--- config.mk ---
export PLATFORM = sky130hd
export DESIGN_NAME = sd_spi_transaction_engine_top
export DESIGN_NICKNAME = d
export VERILOG_FILES = /design/src/rtl/sdspi_pkg.sv /design/src/rtl/sd_spi_transaction_engine_top.sv /design/src/rtl/sdspi_core.sv /design/src/rtl/sdspi_out_buf.sv
export SDC_FILE = /design/constraint.sdc
export NUM_CORES = 1
export LEC_CHECK = 0
export BUFFER_PORTS_ARGS = -buffer_cell sky130_fd_sc_hd__buf_2
export CORE_ASPECT_RATIO = 1.4
export CORE_MARGIN = 5
export CORE_UTILIZATION = 59
export CTS_CLUSTER_SIZE = 14
export DETAILED_ROUTE_END_ITERATION = 8
export PLACE_DENSITY = 0.81
export SYNTH_ARGS = -nofsm -noshare
export SYNTH_HDL_FRONTEND = slang
export SYNTH_SLANG_ARGS = --single-unit
export TNS_END_PERCENT = 50
--- constraint.sdc ---
create_clock -name clk_i -period 4 [get_ports clk_i]
set_input_delay 0.8 -clock clk_i [delete_from_list [all_inputs] [get_ports clk_i]]
set_output_delay 0.8 -clock clk_i [all_outputs]
set_load 0.01 [all_outputs]
--- src/rtl/sdspi_pkg.sv ---
`timescale 1ns / 1ps
// ----------------------------------------------------------------------------
// sdspi_pkg
// Shared types and constants for the SD card SPI-mode transaction engine.
// ----------------------------------------------------------------------------
package sdspi_pkg;

  localparam int unsigned WriteBlockBytes = 512;
  localparam int unsigned ResponsePolls   = 11;
  localparam logic [23:0] OneSecReset     = 24'd31250;

  typedef enum logic [1:0] {
    CMD_START_CMD   = 2'd0,
    CMD_START_READ  = 2'd1,
    CMD_START_WRITE = 2'd2,
    CMD_SPI_BYTE    = 2'd3
  } command_e;

  typedef enum logic [1:0] {
    KIND_REQUEST  = 2'd0,
    KIND_RESPONSE = 2'd1,
    KIND_DATA     = 2'd2,
    KIND_DONE     = 2'd3
  } kind_e;

  typedef enum logic [1:0] {
    ST_OK         = 2'd0,
    ST_READY_TMO  = 2'd1,
    ST_TOKEN_TMO  = 2'd2,
    ST_WR_REJECT  = 2'd3
  } status_e;

  typedef enum logic [1:0] {
    TXN_CMD   = 2'd0,
    TXN_READ  = 2'd1,
    TXN_WRITE = 2'd2
  } txn_e;

  typedef enum logic [3:0] {
    PH_IDLE, PH_RDY_DUMMY, PH_RDY_POLL, PH_CMD_BYTE, PH_RESP_POLL,
    PH_RESP_COLLECT, PH_RD_TOKEN, PH_RD_DATA, PH_RD_CRC, PH_WR_TOKEN,
    PH_WR_DATA, PH_WR_CRC, PH_WR_RESP
  } phase_e;

  // One result beat: kind, tx_byte, wants_data, chip_select, value, status, last
  typedef struct packed {
    logic [1:0] kind;
    logic [7:0] tx_byte;
    logic       wants_data;
    logic       chip_select;
    logic [7:0] value;
    logic [1:0] status;
    logic       last;
  } result_t;

  // Registered input beat
  typedef struct packed {
    logic [1:0]  command;
    logic [7:0]  cmd_byte;
    logic [31:0] argument;
    logic [2:0]  response_length;
    logic [9:0]  block_length;
    logic [7:0]  data_token;
    logic [7:0]  rx_byte;
  } item_t;

endpackage

--- src/rtl/sd_spi_transaction_engine_top.sv ---
`timescale 1ns / 1ps
// ----------------------------------------------------------------------------
// sd_spi_transaction_engine_top
// SD card SPI-mode host transaction engine, one exchanged byte per beat.
// ----------------------------------------------------------------------------
// Channel   Direction  Handshake                Payload
// s_axis    in         s_axis_tvalid/tready     command, fields, rx_byte
// m_axis    out        m_axis_tvalid/tready     result beat
// cfg       in         cfg_we_i                 one_second_bytes
//
// An input beat is registered, stepped and yields up to two result beats
// into the output register. A new input is taken every cycle the output
// register drains; an item with two results holds input while the second
// beat leaves. Reset is asynchronous; no clearing pass. Downstream stalls
// back-pressure the input side.
// ----------------------------------------------------------------------------
module sd_spi_transaction_engine_top #(
  parameter int unsigned WriteBlockBytes = sdspi_pkg::WriteBlockBytes,
  parameter int unsigned ResponsePolls   = sdspi_pkg::ResponsePolls
) (
  input  logic        clk_i,
  input  logic        rst_ni,
  input  logic        s_axis_tvalid,
  output logic        s_axis_tready,
  // [7:0] cmd_byte, [39:8] argument, [42:40] response_length,
  // [52:43] block_length, [60:53] data_token, [68:61] write_byte,
  // [76:69] rx_byte, [79:77] zero
  input  logic [79:0] s_axis_tdata,
  // [1:0] command
  input  logic [1:0]  s_axis_tuser,
  output logic        m_axis_tvalid,
  input  logic        m_axis_tready,
  // [7:0] tx_byte, [8] wants_data, [9] chip_select, [17:10] value,
  // [19:18] status, [23:20] zero
  output logic [23:0] m_axis_tdata,
  // [1:0] kind
  output logic [1:0]  m_axis_tuser,
  output logic        m_axis_tlast,
  input  logic        cfg_we_i,
  input  logic [23:0] cfg_wdata_i
);

  logic [23:0] one_sec_q;
  always_ff @(posedge clk_i or negedge rst_ni) begin
    if (!rst_ni) one_sec_q <= sdspi_pkg::OneSecReset;
    else if (cfg_we_i) one_sec_q <= cfg_wdata_i;
  end

  // Input register
  sdspi_pkg::item_t item_q;
  logic             item_v_q;
  logic             step, room;
  sdspi_pkg::result_t res [3];
  logic [1:0]       res_cnt;

  assign step          = item_v_q && room;
  assign s_axis_tready = !item_v_q || room;

  always_ff @(posedge clk_i or negedge rst_ni) begin
    if (!rst_ni) item_v_q <= 1'b0;
    else if (s_axis_tready) item_v_q <= s_axis_tvalid;
  end

  always_ff @(posedge clk_i) begin
    if (s_axis_tready && s_axis_tvalid) begin
      item_q.command         <= s_axis_tuser;
      item_q.cmd_byte        <= s_axis_tdata[7:0];
      item_q.argument        <= s_axis_tdata[39:8];
      item_q.response_length <= s_axis_tdata[42:40];
      item_q.block_length    <= s_axis_tdata[52:43];
      item_q.data_token      <= s_axis_tdata[60:53];
      item_q.rx_byte         <= s_axis_tdata[76:69];
    end
  end

  sdspi_core #(
    .WriteBlockBytes(WriteBlockBytes),
    .ResponsePolls  (ResponsePolls)
  ) u_core (
    .clk_i    (clk_i),
    .rst_ni   (rst_ni),
    .step_i   (step),
    .item_i   (item_q),
    .one_sec_i(one_sec_q),
    .res_o    (res),
    .res_cnt_o(res_cnt)
  );

  sdspi_pkg::result_t beat;
  sdspi_out_buf u_out (
    .clk_i       (clk_i),
    .rst_ni      (rst_ni),
    .load_i      (step),
    .res_i       (res),
    .cnt_i       (res_cnt),
    .empty_next_o(room),
    .valid_o     (m_axis_tvalid),
    .ready_i     (m_axis_tready),
    .beat_o      (beat)
  );

  assign m_axis_tdata = {4'd0, beat.status, beat.value, beat.chip_select,
                         beat.wants_data, beat.tx_byte};
  assign m_axis_tuser = beat.kind;
  assign m_axis_tlast = beat.last;

endmodule

--- src/rtl/sdspi_core.sv ---
`timescale 1ns / 1ps
// ----------------------------------------------------------------------------
// sdspi_core
// Transaction state and single-pass step logic: one input item in, up to
// two result beats out.
// ----------------------------------------------------------------------------
module sdspi_core #(
  parameter int unsigned WriteBlockBytes = sdspi_pkg::WriteBlockBytes,
  parameter int unsigned ResponsePolls   = sdspi_pkg::ResponsePolls
) (
  input  logic               clk_i,
  input  logic               rst_ni,
  input  logic               step_i,
  input  sdspi_pkg::item_t   item_i,
  input  logic [23:0]        one_sec_i,
  output sdspi_pkg::result_t res_o [3],
  output logic [1:0]         res_cnt_o
);

  localparam int unsigned WbW = $clog2(WriteBlockBytes + 1);
  localparam int unsigned CntW = (WbW > 10) ? WbW : 10;

  sdspi_pkg::phase_e phase_q, phase_d;
  sdspi_pkg::txn_e   txn_q, txn_d;
  logic [23:0]   retry_q, retry_d;
  logic [CntW-1:0] cnt_q, cnt_d;
  logic [7:0]    scmd_q, scmd_d;
  logic [31:0]   sarg_q, sarg_d;
  logic [9:0]    slen_q, slen_d;
  logic          app_q, app_d;
  logic          sel_q, sel_d;
  logic [7:0]    first_q, first_d;

  always_ff @(posedge clk_i or negedge rst_ni) begin
    if (!rst_ni) begin
      phase_q <= sdspi_pkg::PH_IDLE;
      txn_q   <= sdspi_pkg::TXN_CMD;
      retry_q <= '0;
      cnt_q   <= '0;
      scmd_q  <= '0;
      sarg_q  <= '0;
      slen_q  <= '0;
      app_q   <= 1'b0;
      sel_q   <= 1'b1;
      first_q <= '0;
    end else if (step_i) begin
      phase_q <= phase_d;
      txn_q   <= txn_d;
      retry_q <= retry_d;
      cnt_q   <= cnt_d;
      scmd_q  <= scmd_d;
      sarg_q  <= sarg_d;
      slen_q  <= slen_d;
      app_q   <= app_d;
      sel_q   <= sel_d;
      first_q <= first_d;
    end
  end

  logic [23:0] bud_rdy, bud_tok;
  assign bud_rdy = ((one_sec_i >> 1) == 24'd0) ? 24'd1 : (one_sec_i >> 1);
  assign bud_tok = ((one_sec_i >> 3) == 24'd0) ? 24'd1 : (one_sec_i >> 3);

  logic [7:0] cur_cmd, cmdb, rx;
  logic [31:0] cur_arg;
  logic [CntW-1:0] cnt_inc;
  assign cur_cmd = app_q ? 8'h77 : scmd_q;
  assign cur_arg = app_q ? 32'd0 : sarg_q;
  assign rx      = item_i.rx_byte;
  assign cnt_inc = cnt_q + CntW'(1);

  // Command byte at index cnt_inc (1..5)
  always_comb begin
    case (cnt_inc[2:0])
      3'd1:    cmdb = cur_arg[31:24];
      3'd2:    cmdb = cur_arg[23:16];
      3'd3:    cmdb = cur_arg[15:8];
      3'd4:    cmdb = cur_arg[7:0];
      default: cmdb = (cur_cmd == 8'h40) ? 8'h95 : (cur_cmd == 8'h48) ? 8'h87 : 8'h01;
    endcase
  end

  logic [1:0] n;
  sdspi_pkg::result_t r [3];

  // Build a beat; select level uses the value current at append time
  function automatic sdspi_pkg::result_t mk(logic [1:0] k, logic [7:0] tx, logic w,
                                            logic cs, logic [7:0] v, logic [1:0] s);
    sdspi_pkg::result_t t;
    t.kind = k; t.tx_byte = tx; t.wants_data = w; t.chip_select = cs;
    t.value = v; t.status = s; t.last = 1'b0;
    return t;
  endfunction

  always_comb begin
    phase_d = phase_q; txn_d = txn_q; retry_d = retry_q; cnt_d = cnt_q;
    scmd_d = scmd_q; sarg_d = sarg_q; slen_d = slen_q; app_d = app_q;
    sel_d = sel_q; first_d = first_q;
    n = 2'd0;
    for (int i = 0; i < 3; i++) r[i] = '0;

    if (item_i.command == sdspi_pkg::CMD_SPI_BYTE) begin
      case (phase_q)
        sdspi_pkg::PH_IDLE: ;
        sdspi_pkg::PH_RDY_DUMMY: begin
          retry_d = bud_rdy; phase_d = sdspi_pkg::PH_RDY_POLL;
          r[0] = mk(sdspi_pkg::KIND_REQUEST, 8'hFF, 1'b0, sel_q, 8'd0, 2'd0); n = 2'd1;
        end
        sdspi_pkg::PH_RDY_POLL: begin
          n = 2'd1;
          if (rx == 8'hFF) begin
            if (txn_q == sdspi_pkg::TXN_CMD) begin
              phase_d = sdspi_pkg::PH_CMD_BYTE; cnt_d = '0;
              r[0] = mk(sdspi_pkg::KIND_REQUEST, cur_cmd, 1'b0, sel_q, 8'd0, 2'd0);
            end else begin
              phase_d = sdspi_pkg::PH_WR_TOKEN;
              r[0] = mk(sdspi_pkg::KIND_REQUEST, scmd_q, 1'b0, sel_q, 8'd0, 2'd0);
            end
          end else if (retry_q <= 24'd1) begin
            phase_d = sdspi_pkg::PH_IDLE; app_d = 1'b0;
            if (txn_q == sdspi_pkg::TXN_CMD) begin
              first_d = 8'hFF;
              r[0] = mk(sdspi_pkg::KIND_DONE, 8'd0, 1'b0, sel_q, 8'hFF,
                        sdspi_pkg::ST_READY_TMO);
            end else begin
              r[0] = mk(sdspi_pkg::KIND_DONE, 8'd0, 1'b0, sel_q, 8'd0,
                        sdspi_pkg::ST_READY_TMO);
            end
          end else begin
            retry_d = retry_q - 24'd1;
            r[0] = mk(sdspi_pkg::KIND_REQUEST, 8'hFF, 1'b0, sel_q, 8'd0, 2'd0);
          end
        end
        sdspi_pkg::PH_CMD_BYTE: begin
          cnt_d = cnt_inc; n = 2'd1;
          if (cnt_inc < CntW'(6)) begin
            r[0] = mk(sdspi_pkg::KIND_REQUEST, cmdb, 1'b0, sel_q, 8'd0, 2'd0);
          end else if (cnt_inc == CntW'(6) && cur_cmd == 8'h4C) begin
            r[0] = mk(sdspi_pkg::KIND_REQUEST, 8'hFF, 1'b0, sel_q, 8'd0, 2'd0);
          end else if (slen_q != 10'd0) begin
            phase_d = sdspi_pkg::PH_RESP_POLL; cnt_d = '0;
            r[0] = mk(sdspi_pkg::KIND_REQUEST, 8'hFF, 1'b0, sel_q, 8'd0, 2'd0);
          end else if (app_q && first_q <= 8'd1) begin
            // prefix done with no response: start the real command
            app_d = 1'b0; sel_d = 1'b0; phase_d = sdspi_pkg::PH_RDY_DUMMY;
            r[0] = mk(sdspi_pkg::KIND_REQUEST, 8'hFF, 1'b0, 1'b0, 8'd0, 2'd0);
          end else begin
            phase_d = sdspi_pkg::PH_IDLE; app_d = 1'b0;
            r[0] = mk(sdspi_pkg::KIND_DONE, 8'd0, 1'b0, sel_q, first_q, sdspi_pkg::ST_OK);
          end
        end
        sdspi_pkg::PH_RESP_POLL, sdspi_pkg::PH_RESP_COLLECT: begin
          logic [7:0] fr;
          logic       fin;
          fr  = first_q;
          fin = 1'b0;
          n = 2'd2;
          if (phase_q == sdspi_pkg::PH_RESP_POLL) begin
            if (rx != 8'hFF) begin
              fr = rx; first_d = rx;
              r[0] = mk(sdspi_pkg::KIND_RESPONSE, 8'd0, 1'b0, sel_q, rx, 2'd0);
              if (slen_q > 10'd1) begin
                phase_d = sdspi_pkg::PH_RESP_COLLECT; cnt_d = CntW'(1);
                r[1] = mk(sdspi_pkg::KIND_REQUEST, 8'hFF, 1'b0, sel_q, 8'd0, 2'd0);
              end else fin = 1'b1;
            end else begin
              cnt_d = cnt_inc;
              if (cnt_inc >= CntW'(ResponsePolls)) begin
                fr = 8'hFF; first_d = 8'hFF; fin = 1'b1;
                r[0] = mk(sdspi_pkg::KIND_RESPONSE, 8'd0, 1'b0, sel_q, 8'hFF, 2'd0);
              end else begin
                n = 2'd1;
                r[0] = mk(sdspi_pkg::KIND_REQUEST, 8'hFF, 1'b0, sel_q, 8'd0, 2'd0);
              end
            end
          end else begin
            r[0] = mk(sdspi_pkg::KIND_RESPONSE, 8'd0, 1'b0, sel_q, rx, 2'd0);
            cnt_d = cnt_inc;
            if (cnt_inc >= CntW'(slen_q)) fin = 1'b1;
            else r[1] = mk(sdspi_pkg::KIND_REQUEST, 8'hFF, 1'b0, sel_q, 8'd0, 2'd0);
          end
          if (fin) begin
            if (app_q && fr <= 8'd1) begin
              app_d = 1'b0; sel_d = 1'b0; phase_d = sdspi_pkg::PH_RDY_DUMMY;
              r[1] = mk(sdspi_pkg::KIND_REQUEST, 8'hFF, 1'b0, 1'b0, 8'd0, 2'd0);
            end else begin
              phase_d = sdspi_pkg::PH_IDLE; app_d = 1'b0;
              r[1] = mk(sdspi_pkg::KIND_DONE, 8'd0, 1'b0, sel_q, fr, sdspi_pkg::ST_OK);
            end
          end
        end
        sdspi_pkg::PH_RD_TOKEN: begin
          n = 2'd1;
          if (rx == 8'hFE) begin
            cnt_d = '0;
            phase_d = (slen_q != 10'd0) ? sdspi_pkg::PH_RD_DATA : sdspi_pkg::PH_RD_CRC;
            r[0] = mk(sdspi_pkg::KIND_REQUEST, 8'hFF, 1'b0, sel_q, 8'd0, 2'd0);
          end else if (retry_q <= 24'd1) begin
            phase_d = sdspi_pkg::PH_IDLE; app_d = 1'b0;
            r[0] = mk(sdspi_pkg::KIND_DONE, 8'd0, 1'b0, sel_q, 8'd0,
                      sdspi_pkg::ST_TOKEN_TMO);
          end else begin
            retry_d = retry_q - 24'd1;
            r[0] = mk(sdspi_pkg::KIND_REQUEST, 8'hFF, 1'b0, sel_q, 8'd0, 2'd0);
          end
        end
        sdspi_pkg::PH_RD_DATA: begin
          n = 2'd2;
          r[0] = mk(sdspi_pkg::KIND_DATA, 8'd0, 1'b0, sel_q, rx, 2'd0);
          cnt_d = cnt_inc;
          if (cnt_inc >= CntW'(slen_q)) begin
            phase_d = sdspi_pkg::PH_RD_CRC; cnt_d = '0;
          end
          r[1] = mk(sdspi_pkg::KIND_REQUEST, 8'hFF, 1'b0, sel_q, 8'd0, 2'd0);
        end
        sdspi_pkg::PH_RD_CRC: begin
          n = 2'd1; cnt_d = cnt_inc;
          if (cnt_inc < CntW'(2)) begin
            r[0] = mk(sdspi_pkg::KIND_REQUEST, 8'hFF, 1'b0, sel_q, 8'd0, 2'd0);
          end else begin
            phase_d = sdspi_pkg::PH_IDLE; app_d = 1'b0;
            r[0] = mk(sdspi_pkg::KIND_DONE, 8'd0, 1'b0, sel_q, 8'd0, sdspi_pkg::ST_OK);
          end
        end
        sdspi_pkg::PH_WR_TOKEN: begin
          n = 2'd1;
          if (scmd_q == 8'hFD) begin
            phase_d = sdspi_pkg::PH_IDLE; app_d = 1'b0;
            r[0] = mk(sdspi_pkg::KIND_DONE, 8'd0, 1'b0, sel_q, 8'd0, sdspi_pkg::ST_OK);
          end else begin
            phase_d = sdspi_pkg::PH_WR_DATA; cnt_d = '0;
            r[0] = mk(sdspi_pkg::KIND_REQUEST, 8'd0, 1'b1, sel_q, 8'd0, 2'd0);
          end
        end
        sdspi_pkg::PH_WR_DATA: begin
          n = 2'd1; cnt_d = cnt_inc;
          if (cnt_inc < CntW'(WriteBlockBytes)) begin
            r[0] = mk(sdspi_pkg::KIND_REQUEST, 8'd0, 1'b1, sel_q, 8'd0, 2'd0);
          end else begin
            phase_d = sdspi_pkg::PH_WR_CRC; cnt_d = '0;
            r[0] = mk(sdspi_pkg::KIND_REQUEST, 8'hFF, 1'b0, sel_q, 8'd0, 2'd0);
          end
        end
        sdspi_pkg::PH_WR_CRC: begin
          n = 2'd1; cnt_d = cnt_inc;
          if (cnt_inc >= CntW'(2)) phase_d = sdspi_pkg::PH_WR_RESP;
          r[0] = mk(sdspi_pkg::KIND_REQUEST, 8'hFF, 1'b0, sel_q, 8'd0, 2'd0);
        end
        sdspi_pkg::PH_WR_RESP: begin
          n = 2'd1; phase_d = sdspi_pkg::PH_IDLE; app_d = 1'b0;
          r[0] = mk(sdspi_pkg::KIND_DONE, 8'd0, 1'b0, sel_q, rx,
                    (rx[4:0] == 5'h05) ? sdspi_pkg::ST_OK : sdspi_pkg::ST_WR_REJECT);
        end
        default: ;
      endcase
    end else if (phase_q == sdspi_pkg::PH_IDLE) begin
      n = 2'd1;
      case (item_i.command)
        sdspi_pkg::CMD_START_CMD: begin
          txn_d = sdspi_pkg::TXN_CMD;
          app_d = item_i.cmd_byte[7];
          scmd_d = {1'b0, item_i.cmd_byte[6:0]};
          sarg_d = item_i.argument;
          slen_d = {7'd0, item_i.response_length};
          first_d = '0; sel_d = 1'b0; phase_d = sdspi_pkg::PH_RDY_DUMMY;
          r[0] = mk(sdspi_pkg::KIND_REQUEST, 8'hFF, 1'b0, 1'b0, 8'd0, 2'd0);
        end
        sdspi_pkg::CMD_START_READ: begin
          txn_d = sdspi_pkg::TXN_READ;
          slen_d = item_i.block_length;
          retry_d = bud_tok; phase_d = sdspi_pkg::PH_RD_TOKEN;
          r[0] = mk(sdspi_pkg::KIND_REQUEST, 8'hFF, 1'b0, sel_q, 8'd0, 2'd0);
        end
        default: begin
          txn_d = sdspi_pkg::TXN_WRITE;
          scmd_d = item_i.data_token; phase_d = sdspi_pkg::PH_RDY_DUMMY;
          r[0] = mk(sdspi_pkg::KIND_REQUEST, 8'hFF, 1'b0, sel_q, 8'd0, 2'd0);
        end
      endcase
    end

    if (n == 2'd1) r[0].last = 1'b1;
    else if (n == 2'd2) r[1].last = 1'b1;
  end

  assign res_o     = r;
  assign res_cnt_o = n;

endmodule

--- src/rtl/sdspi_out_buf.sv ---
`timescale 1ns / 1ps
// ----------------------------------------------------------------------------
// sdspi_out_buf
// Result register: holds the beats of one item and drains them in order.
// ----------------------------------------------------------------------------
module sdspi_out_buf (
  input  logic               clk_i,
  input  logic               rst_ni,
  input  logic               load_i,
  input  sdspi_pkg::result_t res_i [3],
  input  logic [1:0]         cnt_i,
  output logic               empty_next_o,
  output logic               valid_o,
  input  logic               ready_i,
  output sdspi_pkg::result_t beat_o
);

  sdspi_pkg::result_t buf_q [2];
  logic [1:0] cnt_q, cnt_d;
  logic       pos_q, pos_d;

  // Buffer can take a new set when empty or once the last held beat leaves this cycle
  assign empty_next_o = (cnt_q == 2'd0) ||
                        (ready_i && (cnt_q == {1'b0, pos_q} + 2'd1));

  always_comb begin
    cnt_d = cnt_q;
    pos_d = pos_q;
    if (valid_o && ready_i) begin
      if (cnt_q == {1'b0, pos_q} + 2'd1) begin
        cnt_d = 2'd0; pos_d = 1'b0;
      end else pos_d = 1'b1;
    end
    if (load_i) begin
      cnt_d = cnt_i; pos_d = 1'b0;
    end
  end

  always_ff @(posedge clk_i or negedge rst_ni) begin
    if (!rst_ni) begin
      cnt_q <= 2'd0;
      pos_q <= 1'b0;
    end else begin
      cnt_q <= cnt_d;
      pos_q <= pos_d;
    end
  end

  always_ff @(posedge clk_i) begin
    if (load_i) begin
      buf_q[0] <= res_i[0];
      buf_q[1] <= res_i[1];
    end
  end

  assign valid_o = (cnt_q != 2'd0);
  assign beat_o  = buf_q[pos_q];

endmodule

Word level (Yosys, flattened, before mapping). Memory sizes are Yosys's and may differ from the RTL's. Cells that the tools add are included.

Bits of input ports: 111. Memory bits (writable): 46. Output and inout port bits: 29. Flip-flop bits (word level): 199. Word-level logic and storage cells: 275. Memories kept: 1.

Add/subtract/negate cells: 3. Bitwise gates (word level): 2. Reductions and logical operators: 40. Mux-type cells: 140. Magnitude comparators: 10. Eq/ne operators: 58.

Memories: u_out.buf_q (words 2, bits a word 23, read ports 1, clocked after Yosys merged registers in 0, write ports 2, RTL line sdspi_out_buf.sv:18) `sdspi_pkg::result_t buf_q [2];`.

Operators with widths (count): $mux W23 (16); $pmux W23 S10 (1); $mux W24 (6); $mux W21 (6); $mux W10 (12); $mux W8 (14); $pmux W10 S8 (1); $mux W4 (19); $pmux W24 S3 (1); $ne A3 B3 Y1 const B (17); $logic_not A24 Y1 (2); $pmux W23 S2 (1); $mux W45 (1); $mux W22 (2); $pmux W4 S11 (1); $mux W1 (39); $mux W32 (1); $pmux W8 S2 (2); $pmux W8 S4 (1); $eq A8 B7 Y1 const B (3); $eq A8 B8 Y1 const B (3); $le A24 B1 Y1 const B (1); $reduce_and A12 Y1 (2); $sub A24 B1 Y24 const B (1); other kinds (54) (100).

Longest topological paths before layout.
Word-level depth: 15. Depth in mapped cells: 13. Gate-level depth less buffers: 13.

Hierarchy. From an unflattened synthesis, not the netlist that was laid out.

Cell total of the unflattened synthesis: 1143. Area total of the unflattened synthesis: 13133.8 sq um.

By module, submodules not included: sdspi_core (times used 1, cells an instance 922, sequential area each 2503.7 sq um, area an instance 7996.4 sq um); sd_spi_transaction_engine_top (times used 1, cells an instance 132, sequential area each 2766.4 sq um, area an instance 3221.8 sq um); sdspi_out_buf (times used 1, cells an instance 89, sequential area each 1456.4 sq um, area an instance 1915.6 sq um).

Least setup slack after synthesis. Ideal clock, no wire load.

Path type: register -> register. Start point: register u_core.cnt_q[0]. End point: register u_core.phase_q[1]. Setup time: 125 ps. Buffers on the path: 2. Cell stages (with the launch flop): 14. Clock period less this slack: 3645 ps. Data required time: 3875 ps. Slack: 355 ps. Arrival: 3521 ps. Cells stage by stage: dfrtp_1 ha_1 xor2_1 clkbuf_1 clkbuf_1 ha_1 a21o_1 a31oi_1 o21ai_0 a211oi_1 o21ai_4 or4_1 nand2b_1 mux2_2.

Longest elaborated chain between the ends: 10. Elaborated cells between the ends (all ways): 28. Classes of those cells: 1 x add/sub; 6 x order compare; 10 x eq/ne; 9 x mux; 2 x reduce/logical.

RTL lines: from (decl) (RTL line sdspi_core.sv:26) `logic [CntW-1:0] cnt_q, cnt_d;`; from (signal assigned) (RTL line sdspi_core.sv:50) `cnt_q <= cnt_d;`; $add A10 B1 Y10 * (RTL line sdspi_core.sv:70) `assign cnt_inc = cnt_q + CntW'(1);`; $ge A10 B4 Y1 (RTL line sdspi_core.sv:168) `if (cnt_inc >= CntW'(ResponsePolls)) begin`; $mux W1 (RTL line sdspi_core.sv:168); $mux W1 (RTL line sdspi_core.sv:159) `if (rx != 8'hFF) begin`; $mux W1 (RTL line sdspi_core.sv:158) `if (phase_q == sdspi_pkg::PH_RESP_POLL) begin`; $mux W1 (RTL line sdspi_core.sv:103) `case (phase_q)`; $mux W1 (RTL line sdspi_core.sv:102) `if (item_i.command == sdspi_pkg::CMD_SPI_BYTE) begin`; $mux W4 (RTL line sdspi_core.sv:182) `if (fin) begin`; $pmux W4 S11 (RTL line sdspi_core.sv:103); $mux W4 (RTL line sdspi_core.sv:102); to (signal assigned) (RTL line sdspi_core.sv:36) `phase_q <= sdspi_pkg::PH_IDLE;`; to (signal assigned) (RTL line sdspi_core.sv:47) `phase_q <= phase_d;`; to (decl) (RTL line sdspi_core.sv:23) `sdspi_pkg::phase_e phase_q, phase_d;`.

Mark *: on every way between the ends. The rest lies on a longest branch, timed or not. The select of a mux whose other input is x is not followed. A chain may end at the register's enable or synchronous reset.

Final worst setup path.
Start point: register u_core.cnt_q[0]. End point: register u_core.phase_q[3].

The elaborated chain is that of the path after synthesis.

==> metrics.md <==
| Metric | Value |
|---|---|
| DPL Wire Length | 20700 um |
| ANT cells | 0 |
| Gr ovfl total | 0 |
| Fill cells | 1558 |
| Cell Pwr Density | 639 nW/um^2 |
| R2R Path End | u_core.phase_q[3]$_DFFE_PN0P_ |
| Post-CTS Setup Bufs | 0 |
| RSZ-0062 raised after global routing | false |
| Final Critical Period | 3.68 ns |
| Largest fanout on the critical path | 7 |
| Status | finished, final reports clean |
| Placed cells | 1459 |
| Drt first pass iters | 8 |
| Clock-pin transition on the worst setup and hold timing paths | 0.07 ns |
| Worst reg2reg path depth | 13 |
| Non-Filler Instances | 1501 |
| Initial core utilization | 0.598 |
| Worst-Skew Late Latency | 0.52 ns |
| CTS buffer count | 23 |
| CTS Hold Bufs | 0 |
| PnR worst setup slack | 0.324 ns |
| Startpoint Class | flop |
| Yosys reg bits | 233 |
| I/O pin count | 140 |
| Max-slew headroom | 0.360 |
| Worst Hold Class | primary input to async pin |
| Gpl congestion | 0.995 |
| Root buf cell | clkbuf_16 |
| Syn Area/Cell | 10.5 sq um |
| Layout cells sized above 1 | 0.220 |
| Total track usage | 0.254 |
| Worst vdd ir | 458 uV |
| Die ar. | 23100 sq um |
| Seq pwr share | 0.433 |
| Final Slew Violations | 0 |
| Avg WL per Cell | 19.4 um |
| WP data arrival | 4.08 ns |
| Main area contributors after synthesis | edfxtp_1 (27%), dfrtp_1 (25%), mux2_2 (6.4%) |
| R2R setup slack | 0.32 ns |
| DP Worst Slack | 0.362 ns |
| Finish-stage setup viols | 0 |
| Crit path required time | 4.40 ns |
| Largest net degree at the start of global routing | 71 |
| IO Port Bufs | 123 |
| Part of the power in combinational logic | 0.325 |
| Share of the synthesized area in the top cell type | 0.268 |
| DRC Markers | 0 |
| CTS tree | yes |
| Cells after Synth | 1126 |
| Most frequent cell after synthesis | dfrtp_1 |
| Fmax | 272 MHz |
| Cts repair resizes | 0 |
| Area Overhead vs Synth | 13.3% |
| Core ar. | 19800 sq um |
| Site Rows | 61 |
| Sequential fraction of the synthesis area | 0.537 |
| EDFF count, synth | 106 |
| Critical path class | flop to flop |
| Die width | 130 um |
| First-pass GRT wire length | 47100 um |
| Setup TNS | 0 ns |
| Sw Ratio | 0.367 |
| Max_cap viols | 0 |
| Synth warn | 0 |
| Sink Count | 233 |
| Routed WL | 29100 um |
| Number of antenna violations at the first check in global routing | 0 |
| H-tree levels | 1 |
| Synth unique cells | 79 |
| Clock power frac | 0.242 |
| Vias per cell | 6.29 |
| Crit end category | flop |
| P_leak | 5.58 nW |
| Synth top cells by count | dfrtp_1 (119), nand2_1 (113), o21ai_0 (112), edfxtp_1 (106), nor2_1 (81) |
| Post-route clock skew | 0.0186 ns |
| Via Count | 9439 |
| Period Utilization, post-route | 0.919 |
| Main synth FF type | dfrtp_1 |
| Nets | 1361 |
| Antenna viol nets, final | 0 |
| Post-Syn Area | 11900 sq um |
| Asr flop ratio synth | 0.545 |
| Leading area contributor after synthesis | edfxtp_1 |
| CTS max path bufs | 3 |
| Worst r2r src | u_core.cnt_q[0]$_DFFE_PN0P_ |
| Final Hold Violating Endpoints | 0 |
| Die Span Y | 178 um |
| Worst Tran Pin Value | 0.951 ns |
| Total power | 8.59 mW |
| P_int | 5.44 mW |
| Vias in the first global route | 9181 |
| NetSw | 3.15 mW |
| Initial DRC Count | 911 |
[metrics by stage]
stage,hold WS [ns],instance area [sq um],utilization
after floorplan,0.449,11900,-
after global placement,0.460,12700,0.641
after detailed placement,0.466,12700,0.641
after CTS,0.376,13400,0.677
after global routing,0.409,13400,0.677
final,0.347,13400,0.677
[registers in the layout, summed over array words and instances (netlist names), 2 cells and up]
name / count
item_q: 71
u_out.buf_q: 35
u_core.sarg_q: 32
u_core.retry_q: 24
one_sec_q: 23
u_core.cnt_q: 10
u_core.slen_q: 10
u_core.first_q: 8
u_core.scmd_q: 8
u_core.phase_q: 4
u_core.txn_q: 2
u_out.cnt_q: 2
[logic make-up after synthesis]
group                    count (synthesis)  synth area share
adder cells (fa/ha/maj)                 19            0.0198
AO/OA/AOI/OAI                          316             0.177
multiplexers                            80            0.0745
flip-flops                             233             0.537
buffers and inverters                  112            0.0381
other                                    1          0.000316
XOR/XNOR                                16            0.0118
AND/OR/NAND/NOR                        349             0.142
[placed cells by master (no fill, tap or decap), types with 6 or more instances in the layout]
cell       netlist  routed
clkbuf_16        0      24
o211ai_1         9       9
o21ai_0        112     112
dfstp_2          8       8
a211o_1          7       7
xnor2_1          8       8
o21a_1           8       8
or3_1           14      14
mux2i_1         13      13
nor3_1          33      33
nor2b_1         11      11
nand2b_1        13      13
ha_1            18      18
dfrtp_1        119     119
a222oi_1         8       8
a21oi_1         52      52
o31ai_1          9       9
buf_4            5      21
nand3_1         25      25
a211oi_1        12      12
clkbuf_1        47       7
edfxtp_1       106     106
mux2_2          67      67
nand4_1          7       7
nor4_1          19      19
a22o_1          13      13
inv_1           45      45
nor2_1          81      81
or4_1            7       7
a221o_1          8       8
xor2_1           8       8
o21ai_1          6       6
a31oi_1         15      15
nand2_1        113     113
buf_2            4     122
[worst max-delay path by stage]
| stage | from | to | slack (ns) |
|---|---|---|---|
| floorplan | u_core.cnt_q[0]$_DFFE_PN0P_ | u_core.phase_q[1]$_DFFE_PN0P_ | 0.35 |
| global placement | u_core.cnt_q[0]$_DFFE_PN0P_ | u_core.phase_q[1]$_DFFE_PN0P_ | 0.46 |
| detailed placement | u_core.cnt_q[0]$_DFFE_PN0P_ | u_core.phase_q[3]$_DFFE_PN0P_ | 0.36 |
| CTS | u_core.cnt_q[0]$_DFFE_PN0P_ | u_core.phase_q[3]$_DFFE_PN0P_ | 0.33 |
| global route | u_core.cnt_q[0]$_DFFE_PN0P_ | u_core.phase_q[3]$_DFFE_PN0P_ | 0.06 |
| finish | u_core.cnt_q[0]$_DFFE_PN0P_ | u_core.phase_q[3]$_DFFE_PN0P_ | 0.32 |
[power groups by stage]
stage | sequential (mW) | combinational (mW) | clock, mW
finish | 3.72 | 2.80 | 2.08
floorplan | 3.51 | 2.08 | 0
CTS | 3.70 | 2.77 | 2.10
global placement | 3.70 | 2.68 | 0
global route | 3.78 | 3.10 | 2.22
detailed placement | 3.74 | 2.74 | 0
[worst max-delay path: stages (launching register included)]
cell and delay, ns:
dfrtp_1 0.48, ha_1 0.30, nand3_1 0.16, xor2_1 0.27, inv_1 0.08, ha_1 0.32
a21o_1 0.19, a21oi_1 0.12, o21ai_0 0.09, a211oi_1 0.40, o21ai_4 0.17, or4_1 0.44
nand2b_1 0.18, mux2_2 0.36
[layer usage]
metal / track usage / up-vias / routed length [um]
met5: 0 / - / 0
met4: 0.0901 / 0 / 1010
met3: 0.0358 / 85 / 2050
met2: 0.444 / 416 / 15000
met1: 0.321 / 4549 / 11100
li1: - / 4389 / -
[area by class of cell]
type / count / area, sq um / share of cell area
sequential: 233 / 6370 / 0.474
timing repair buffer: 145 / 808 / 0.0601
tap: 252 / 315 / 0.0235
clock inverter: 7 / 41.3 / 0.00307
clock buffer: 35 / 682 / 0.0507
multi-input combinational: 784 / 5060 / 0.376
inverter: 45 / 169 / 0.0126
No activity file was read; power rests on OpenSTA's default activity.
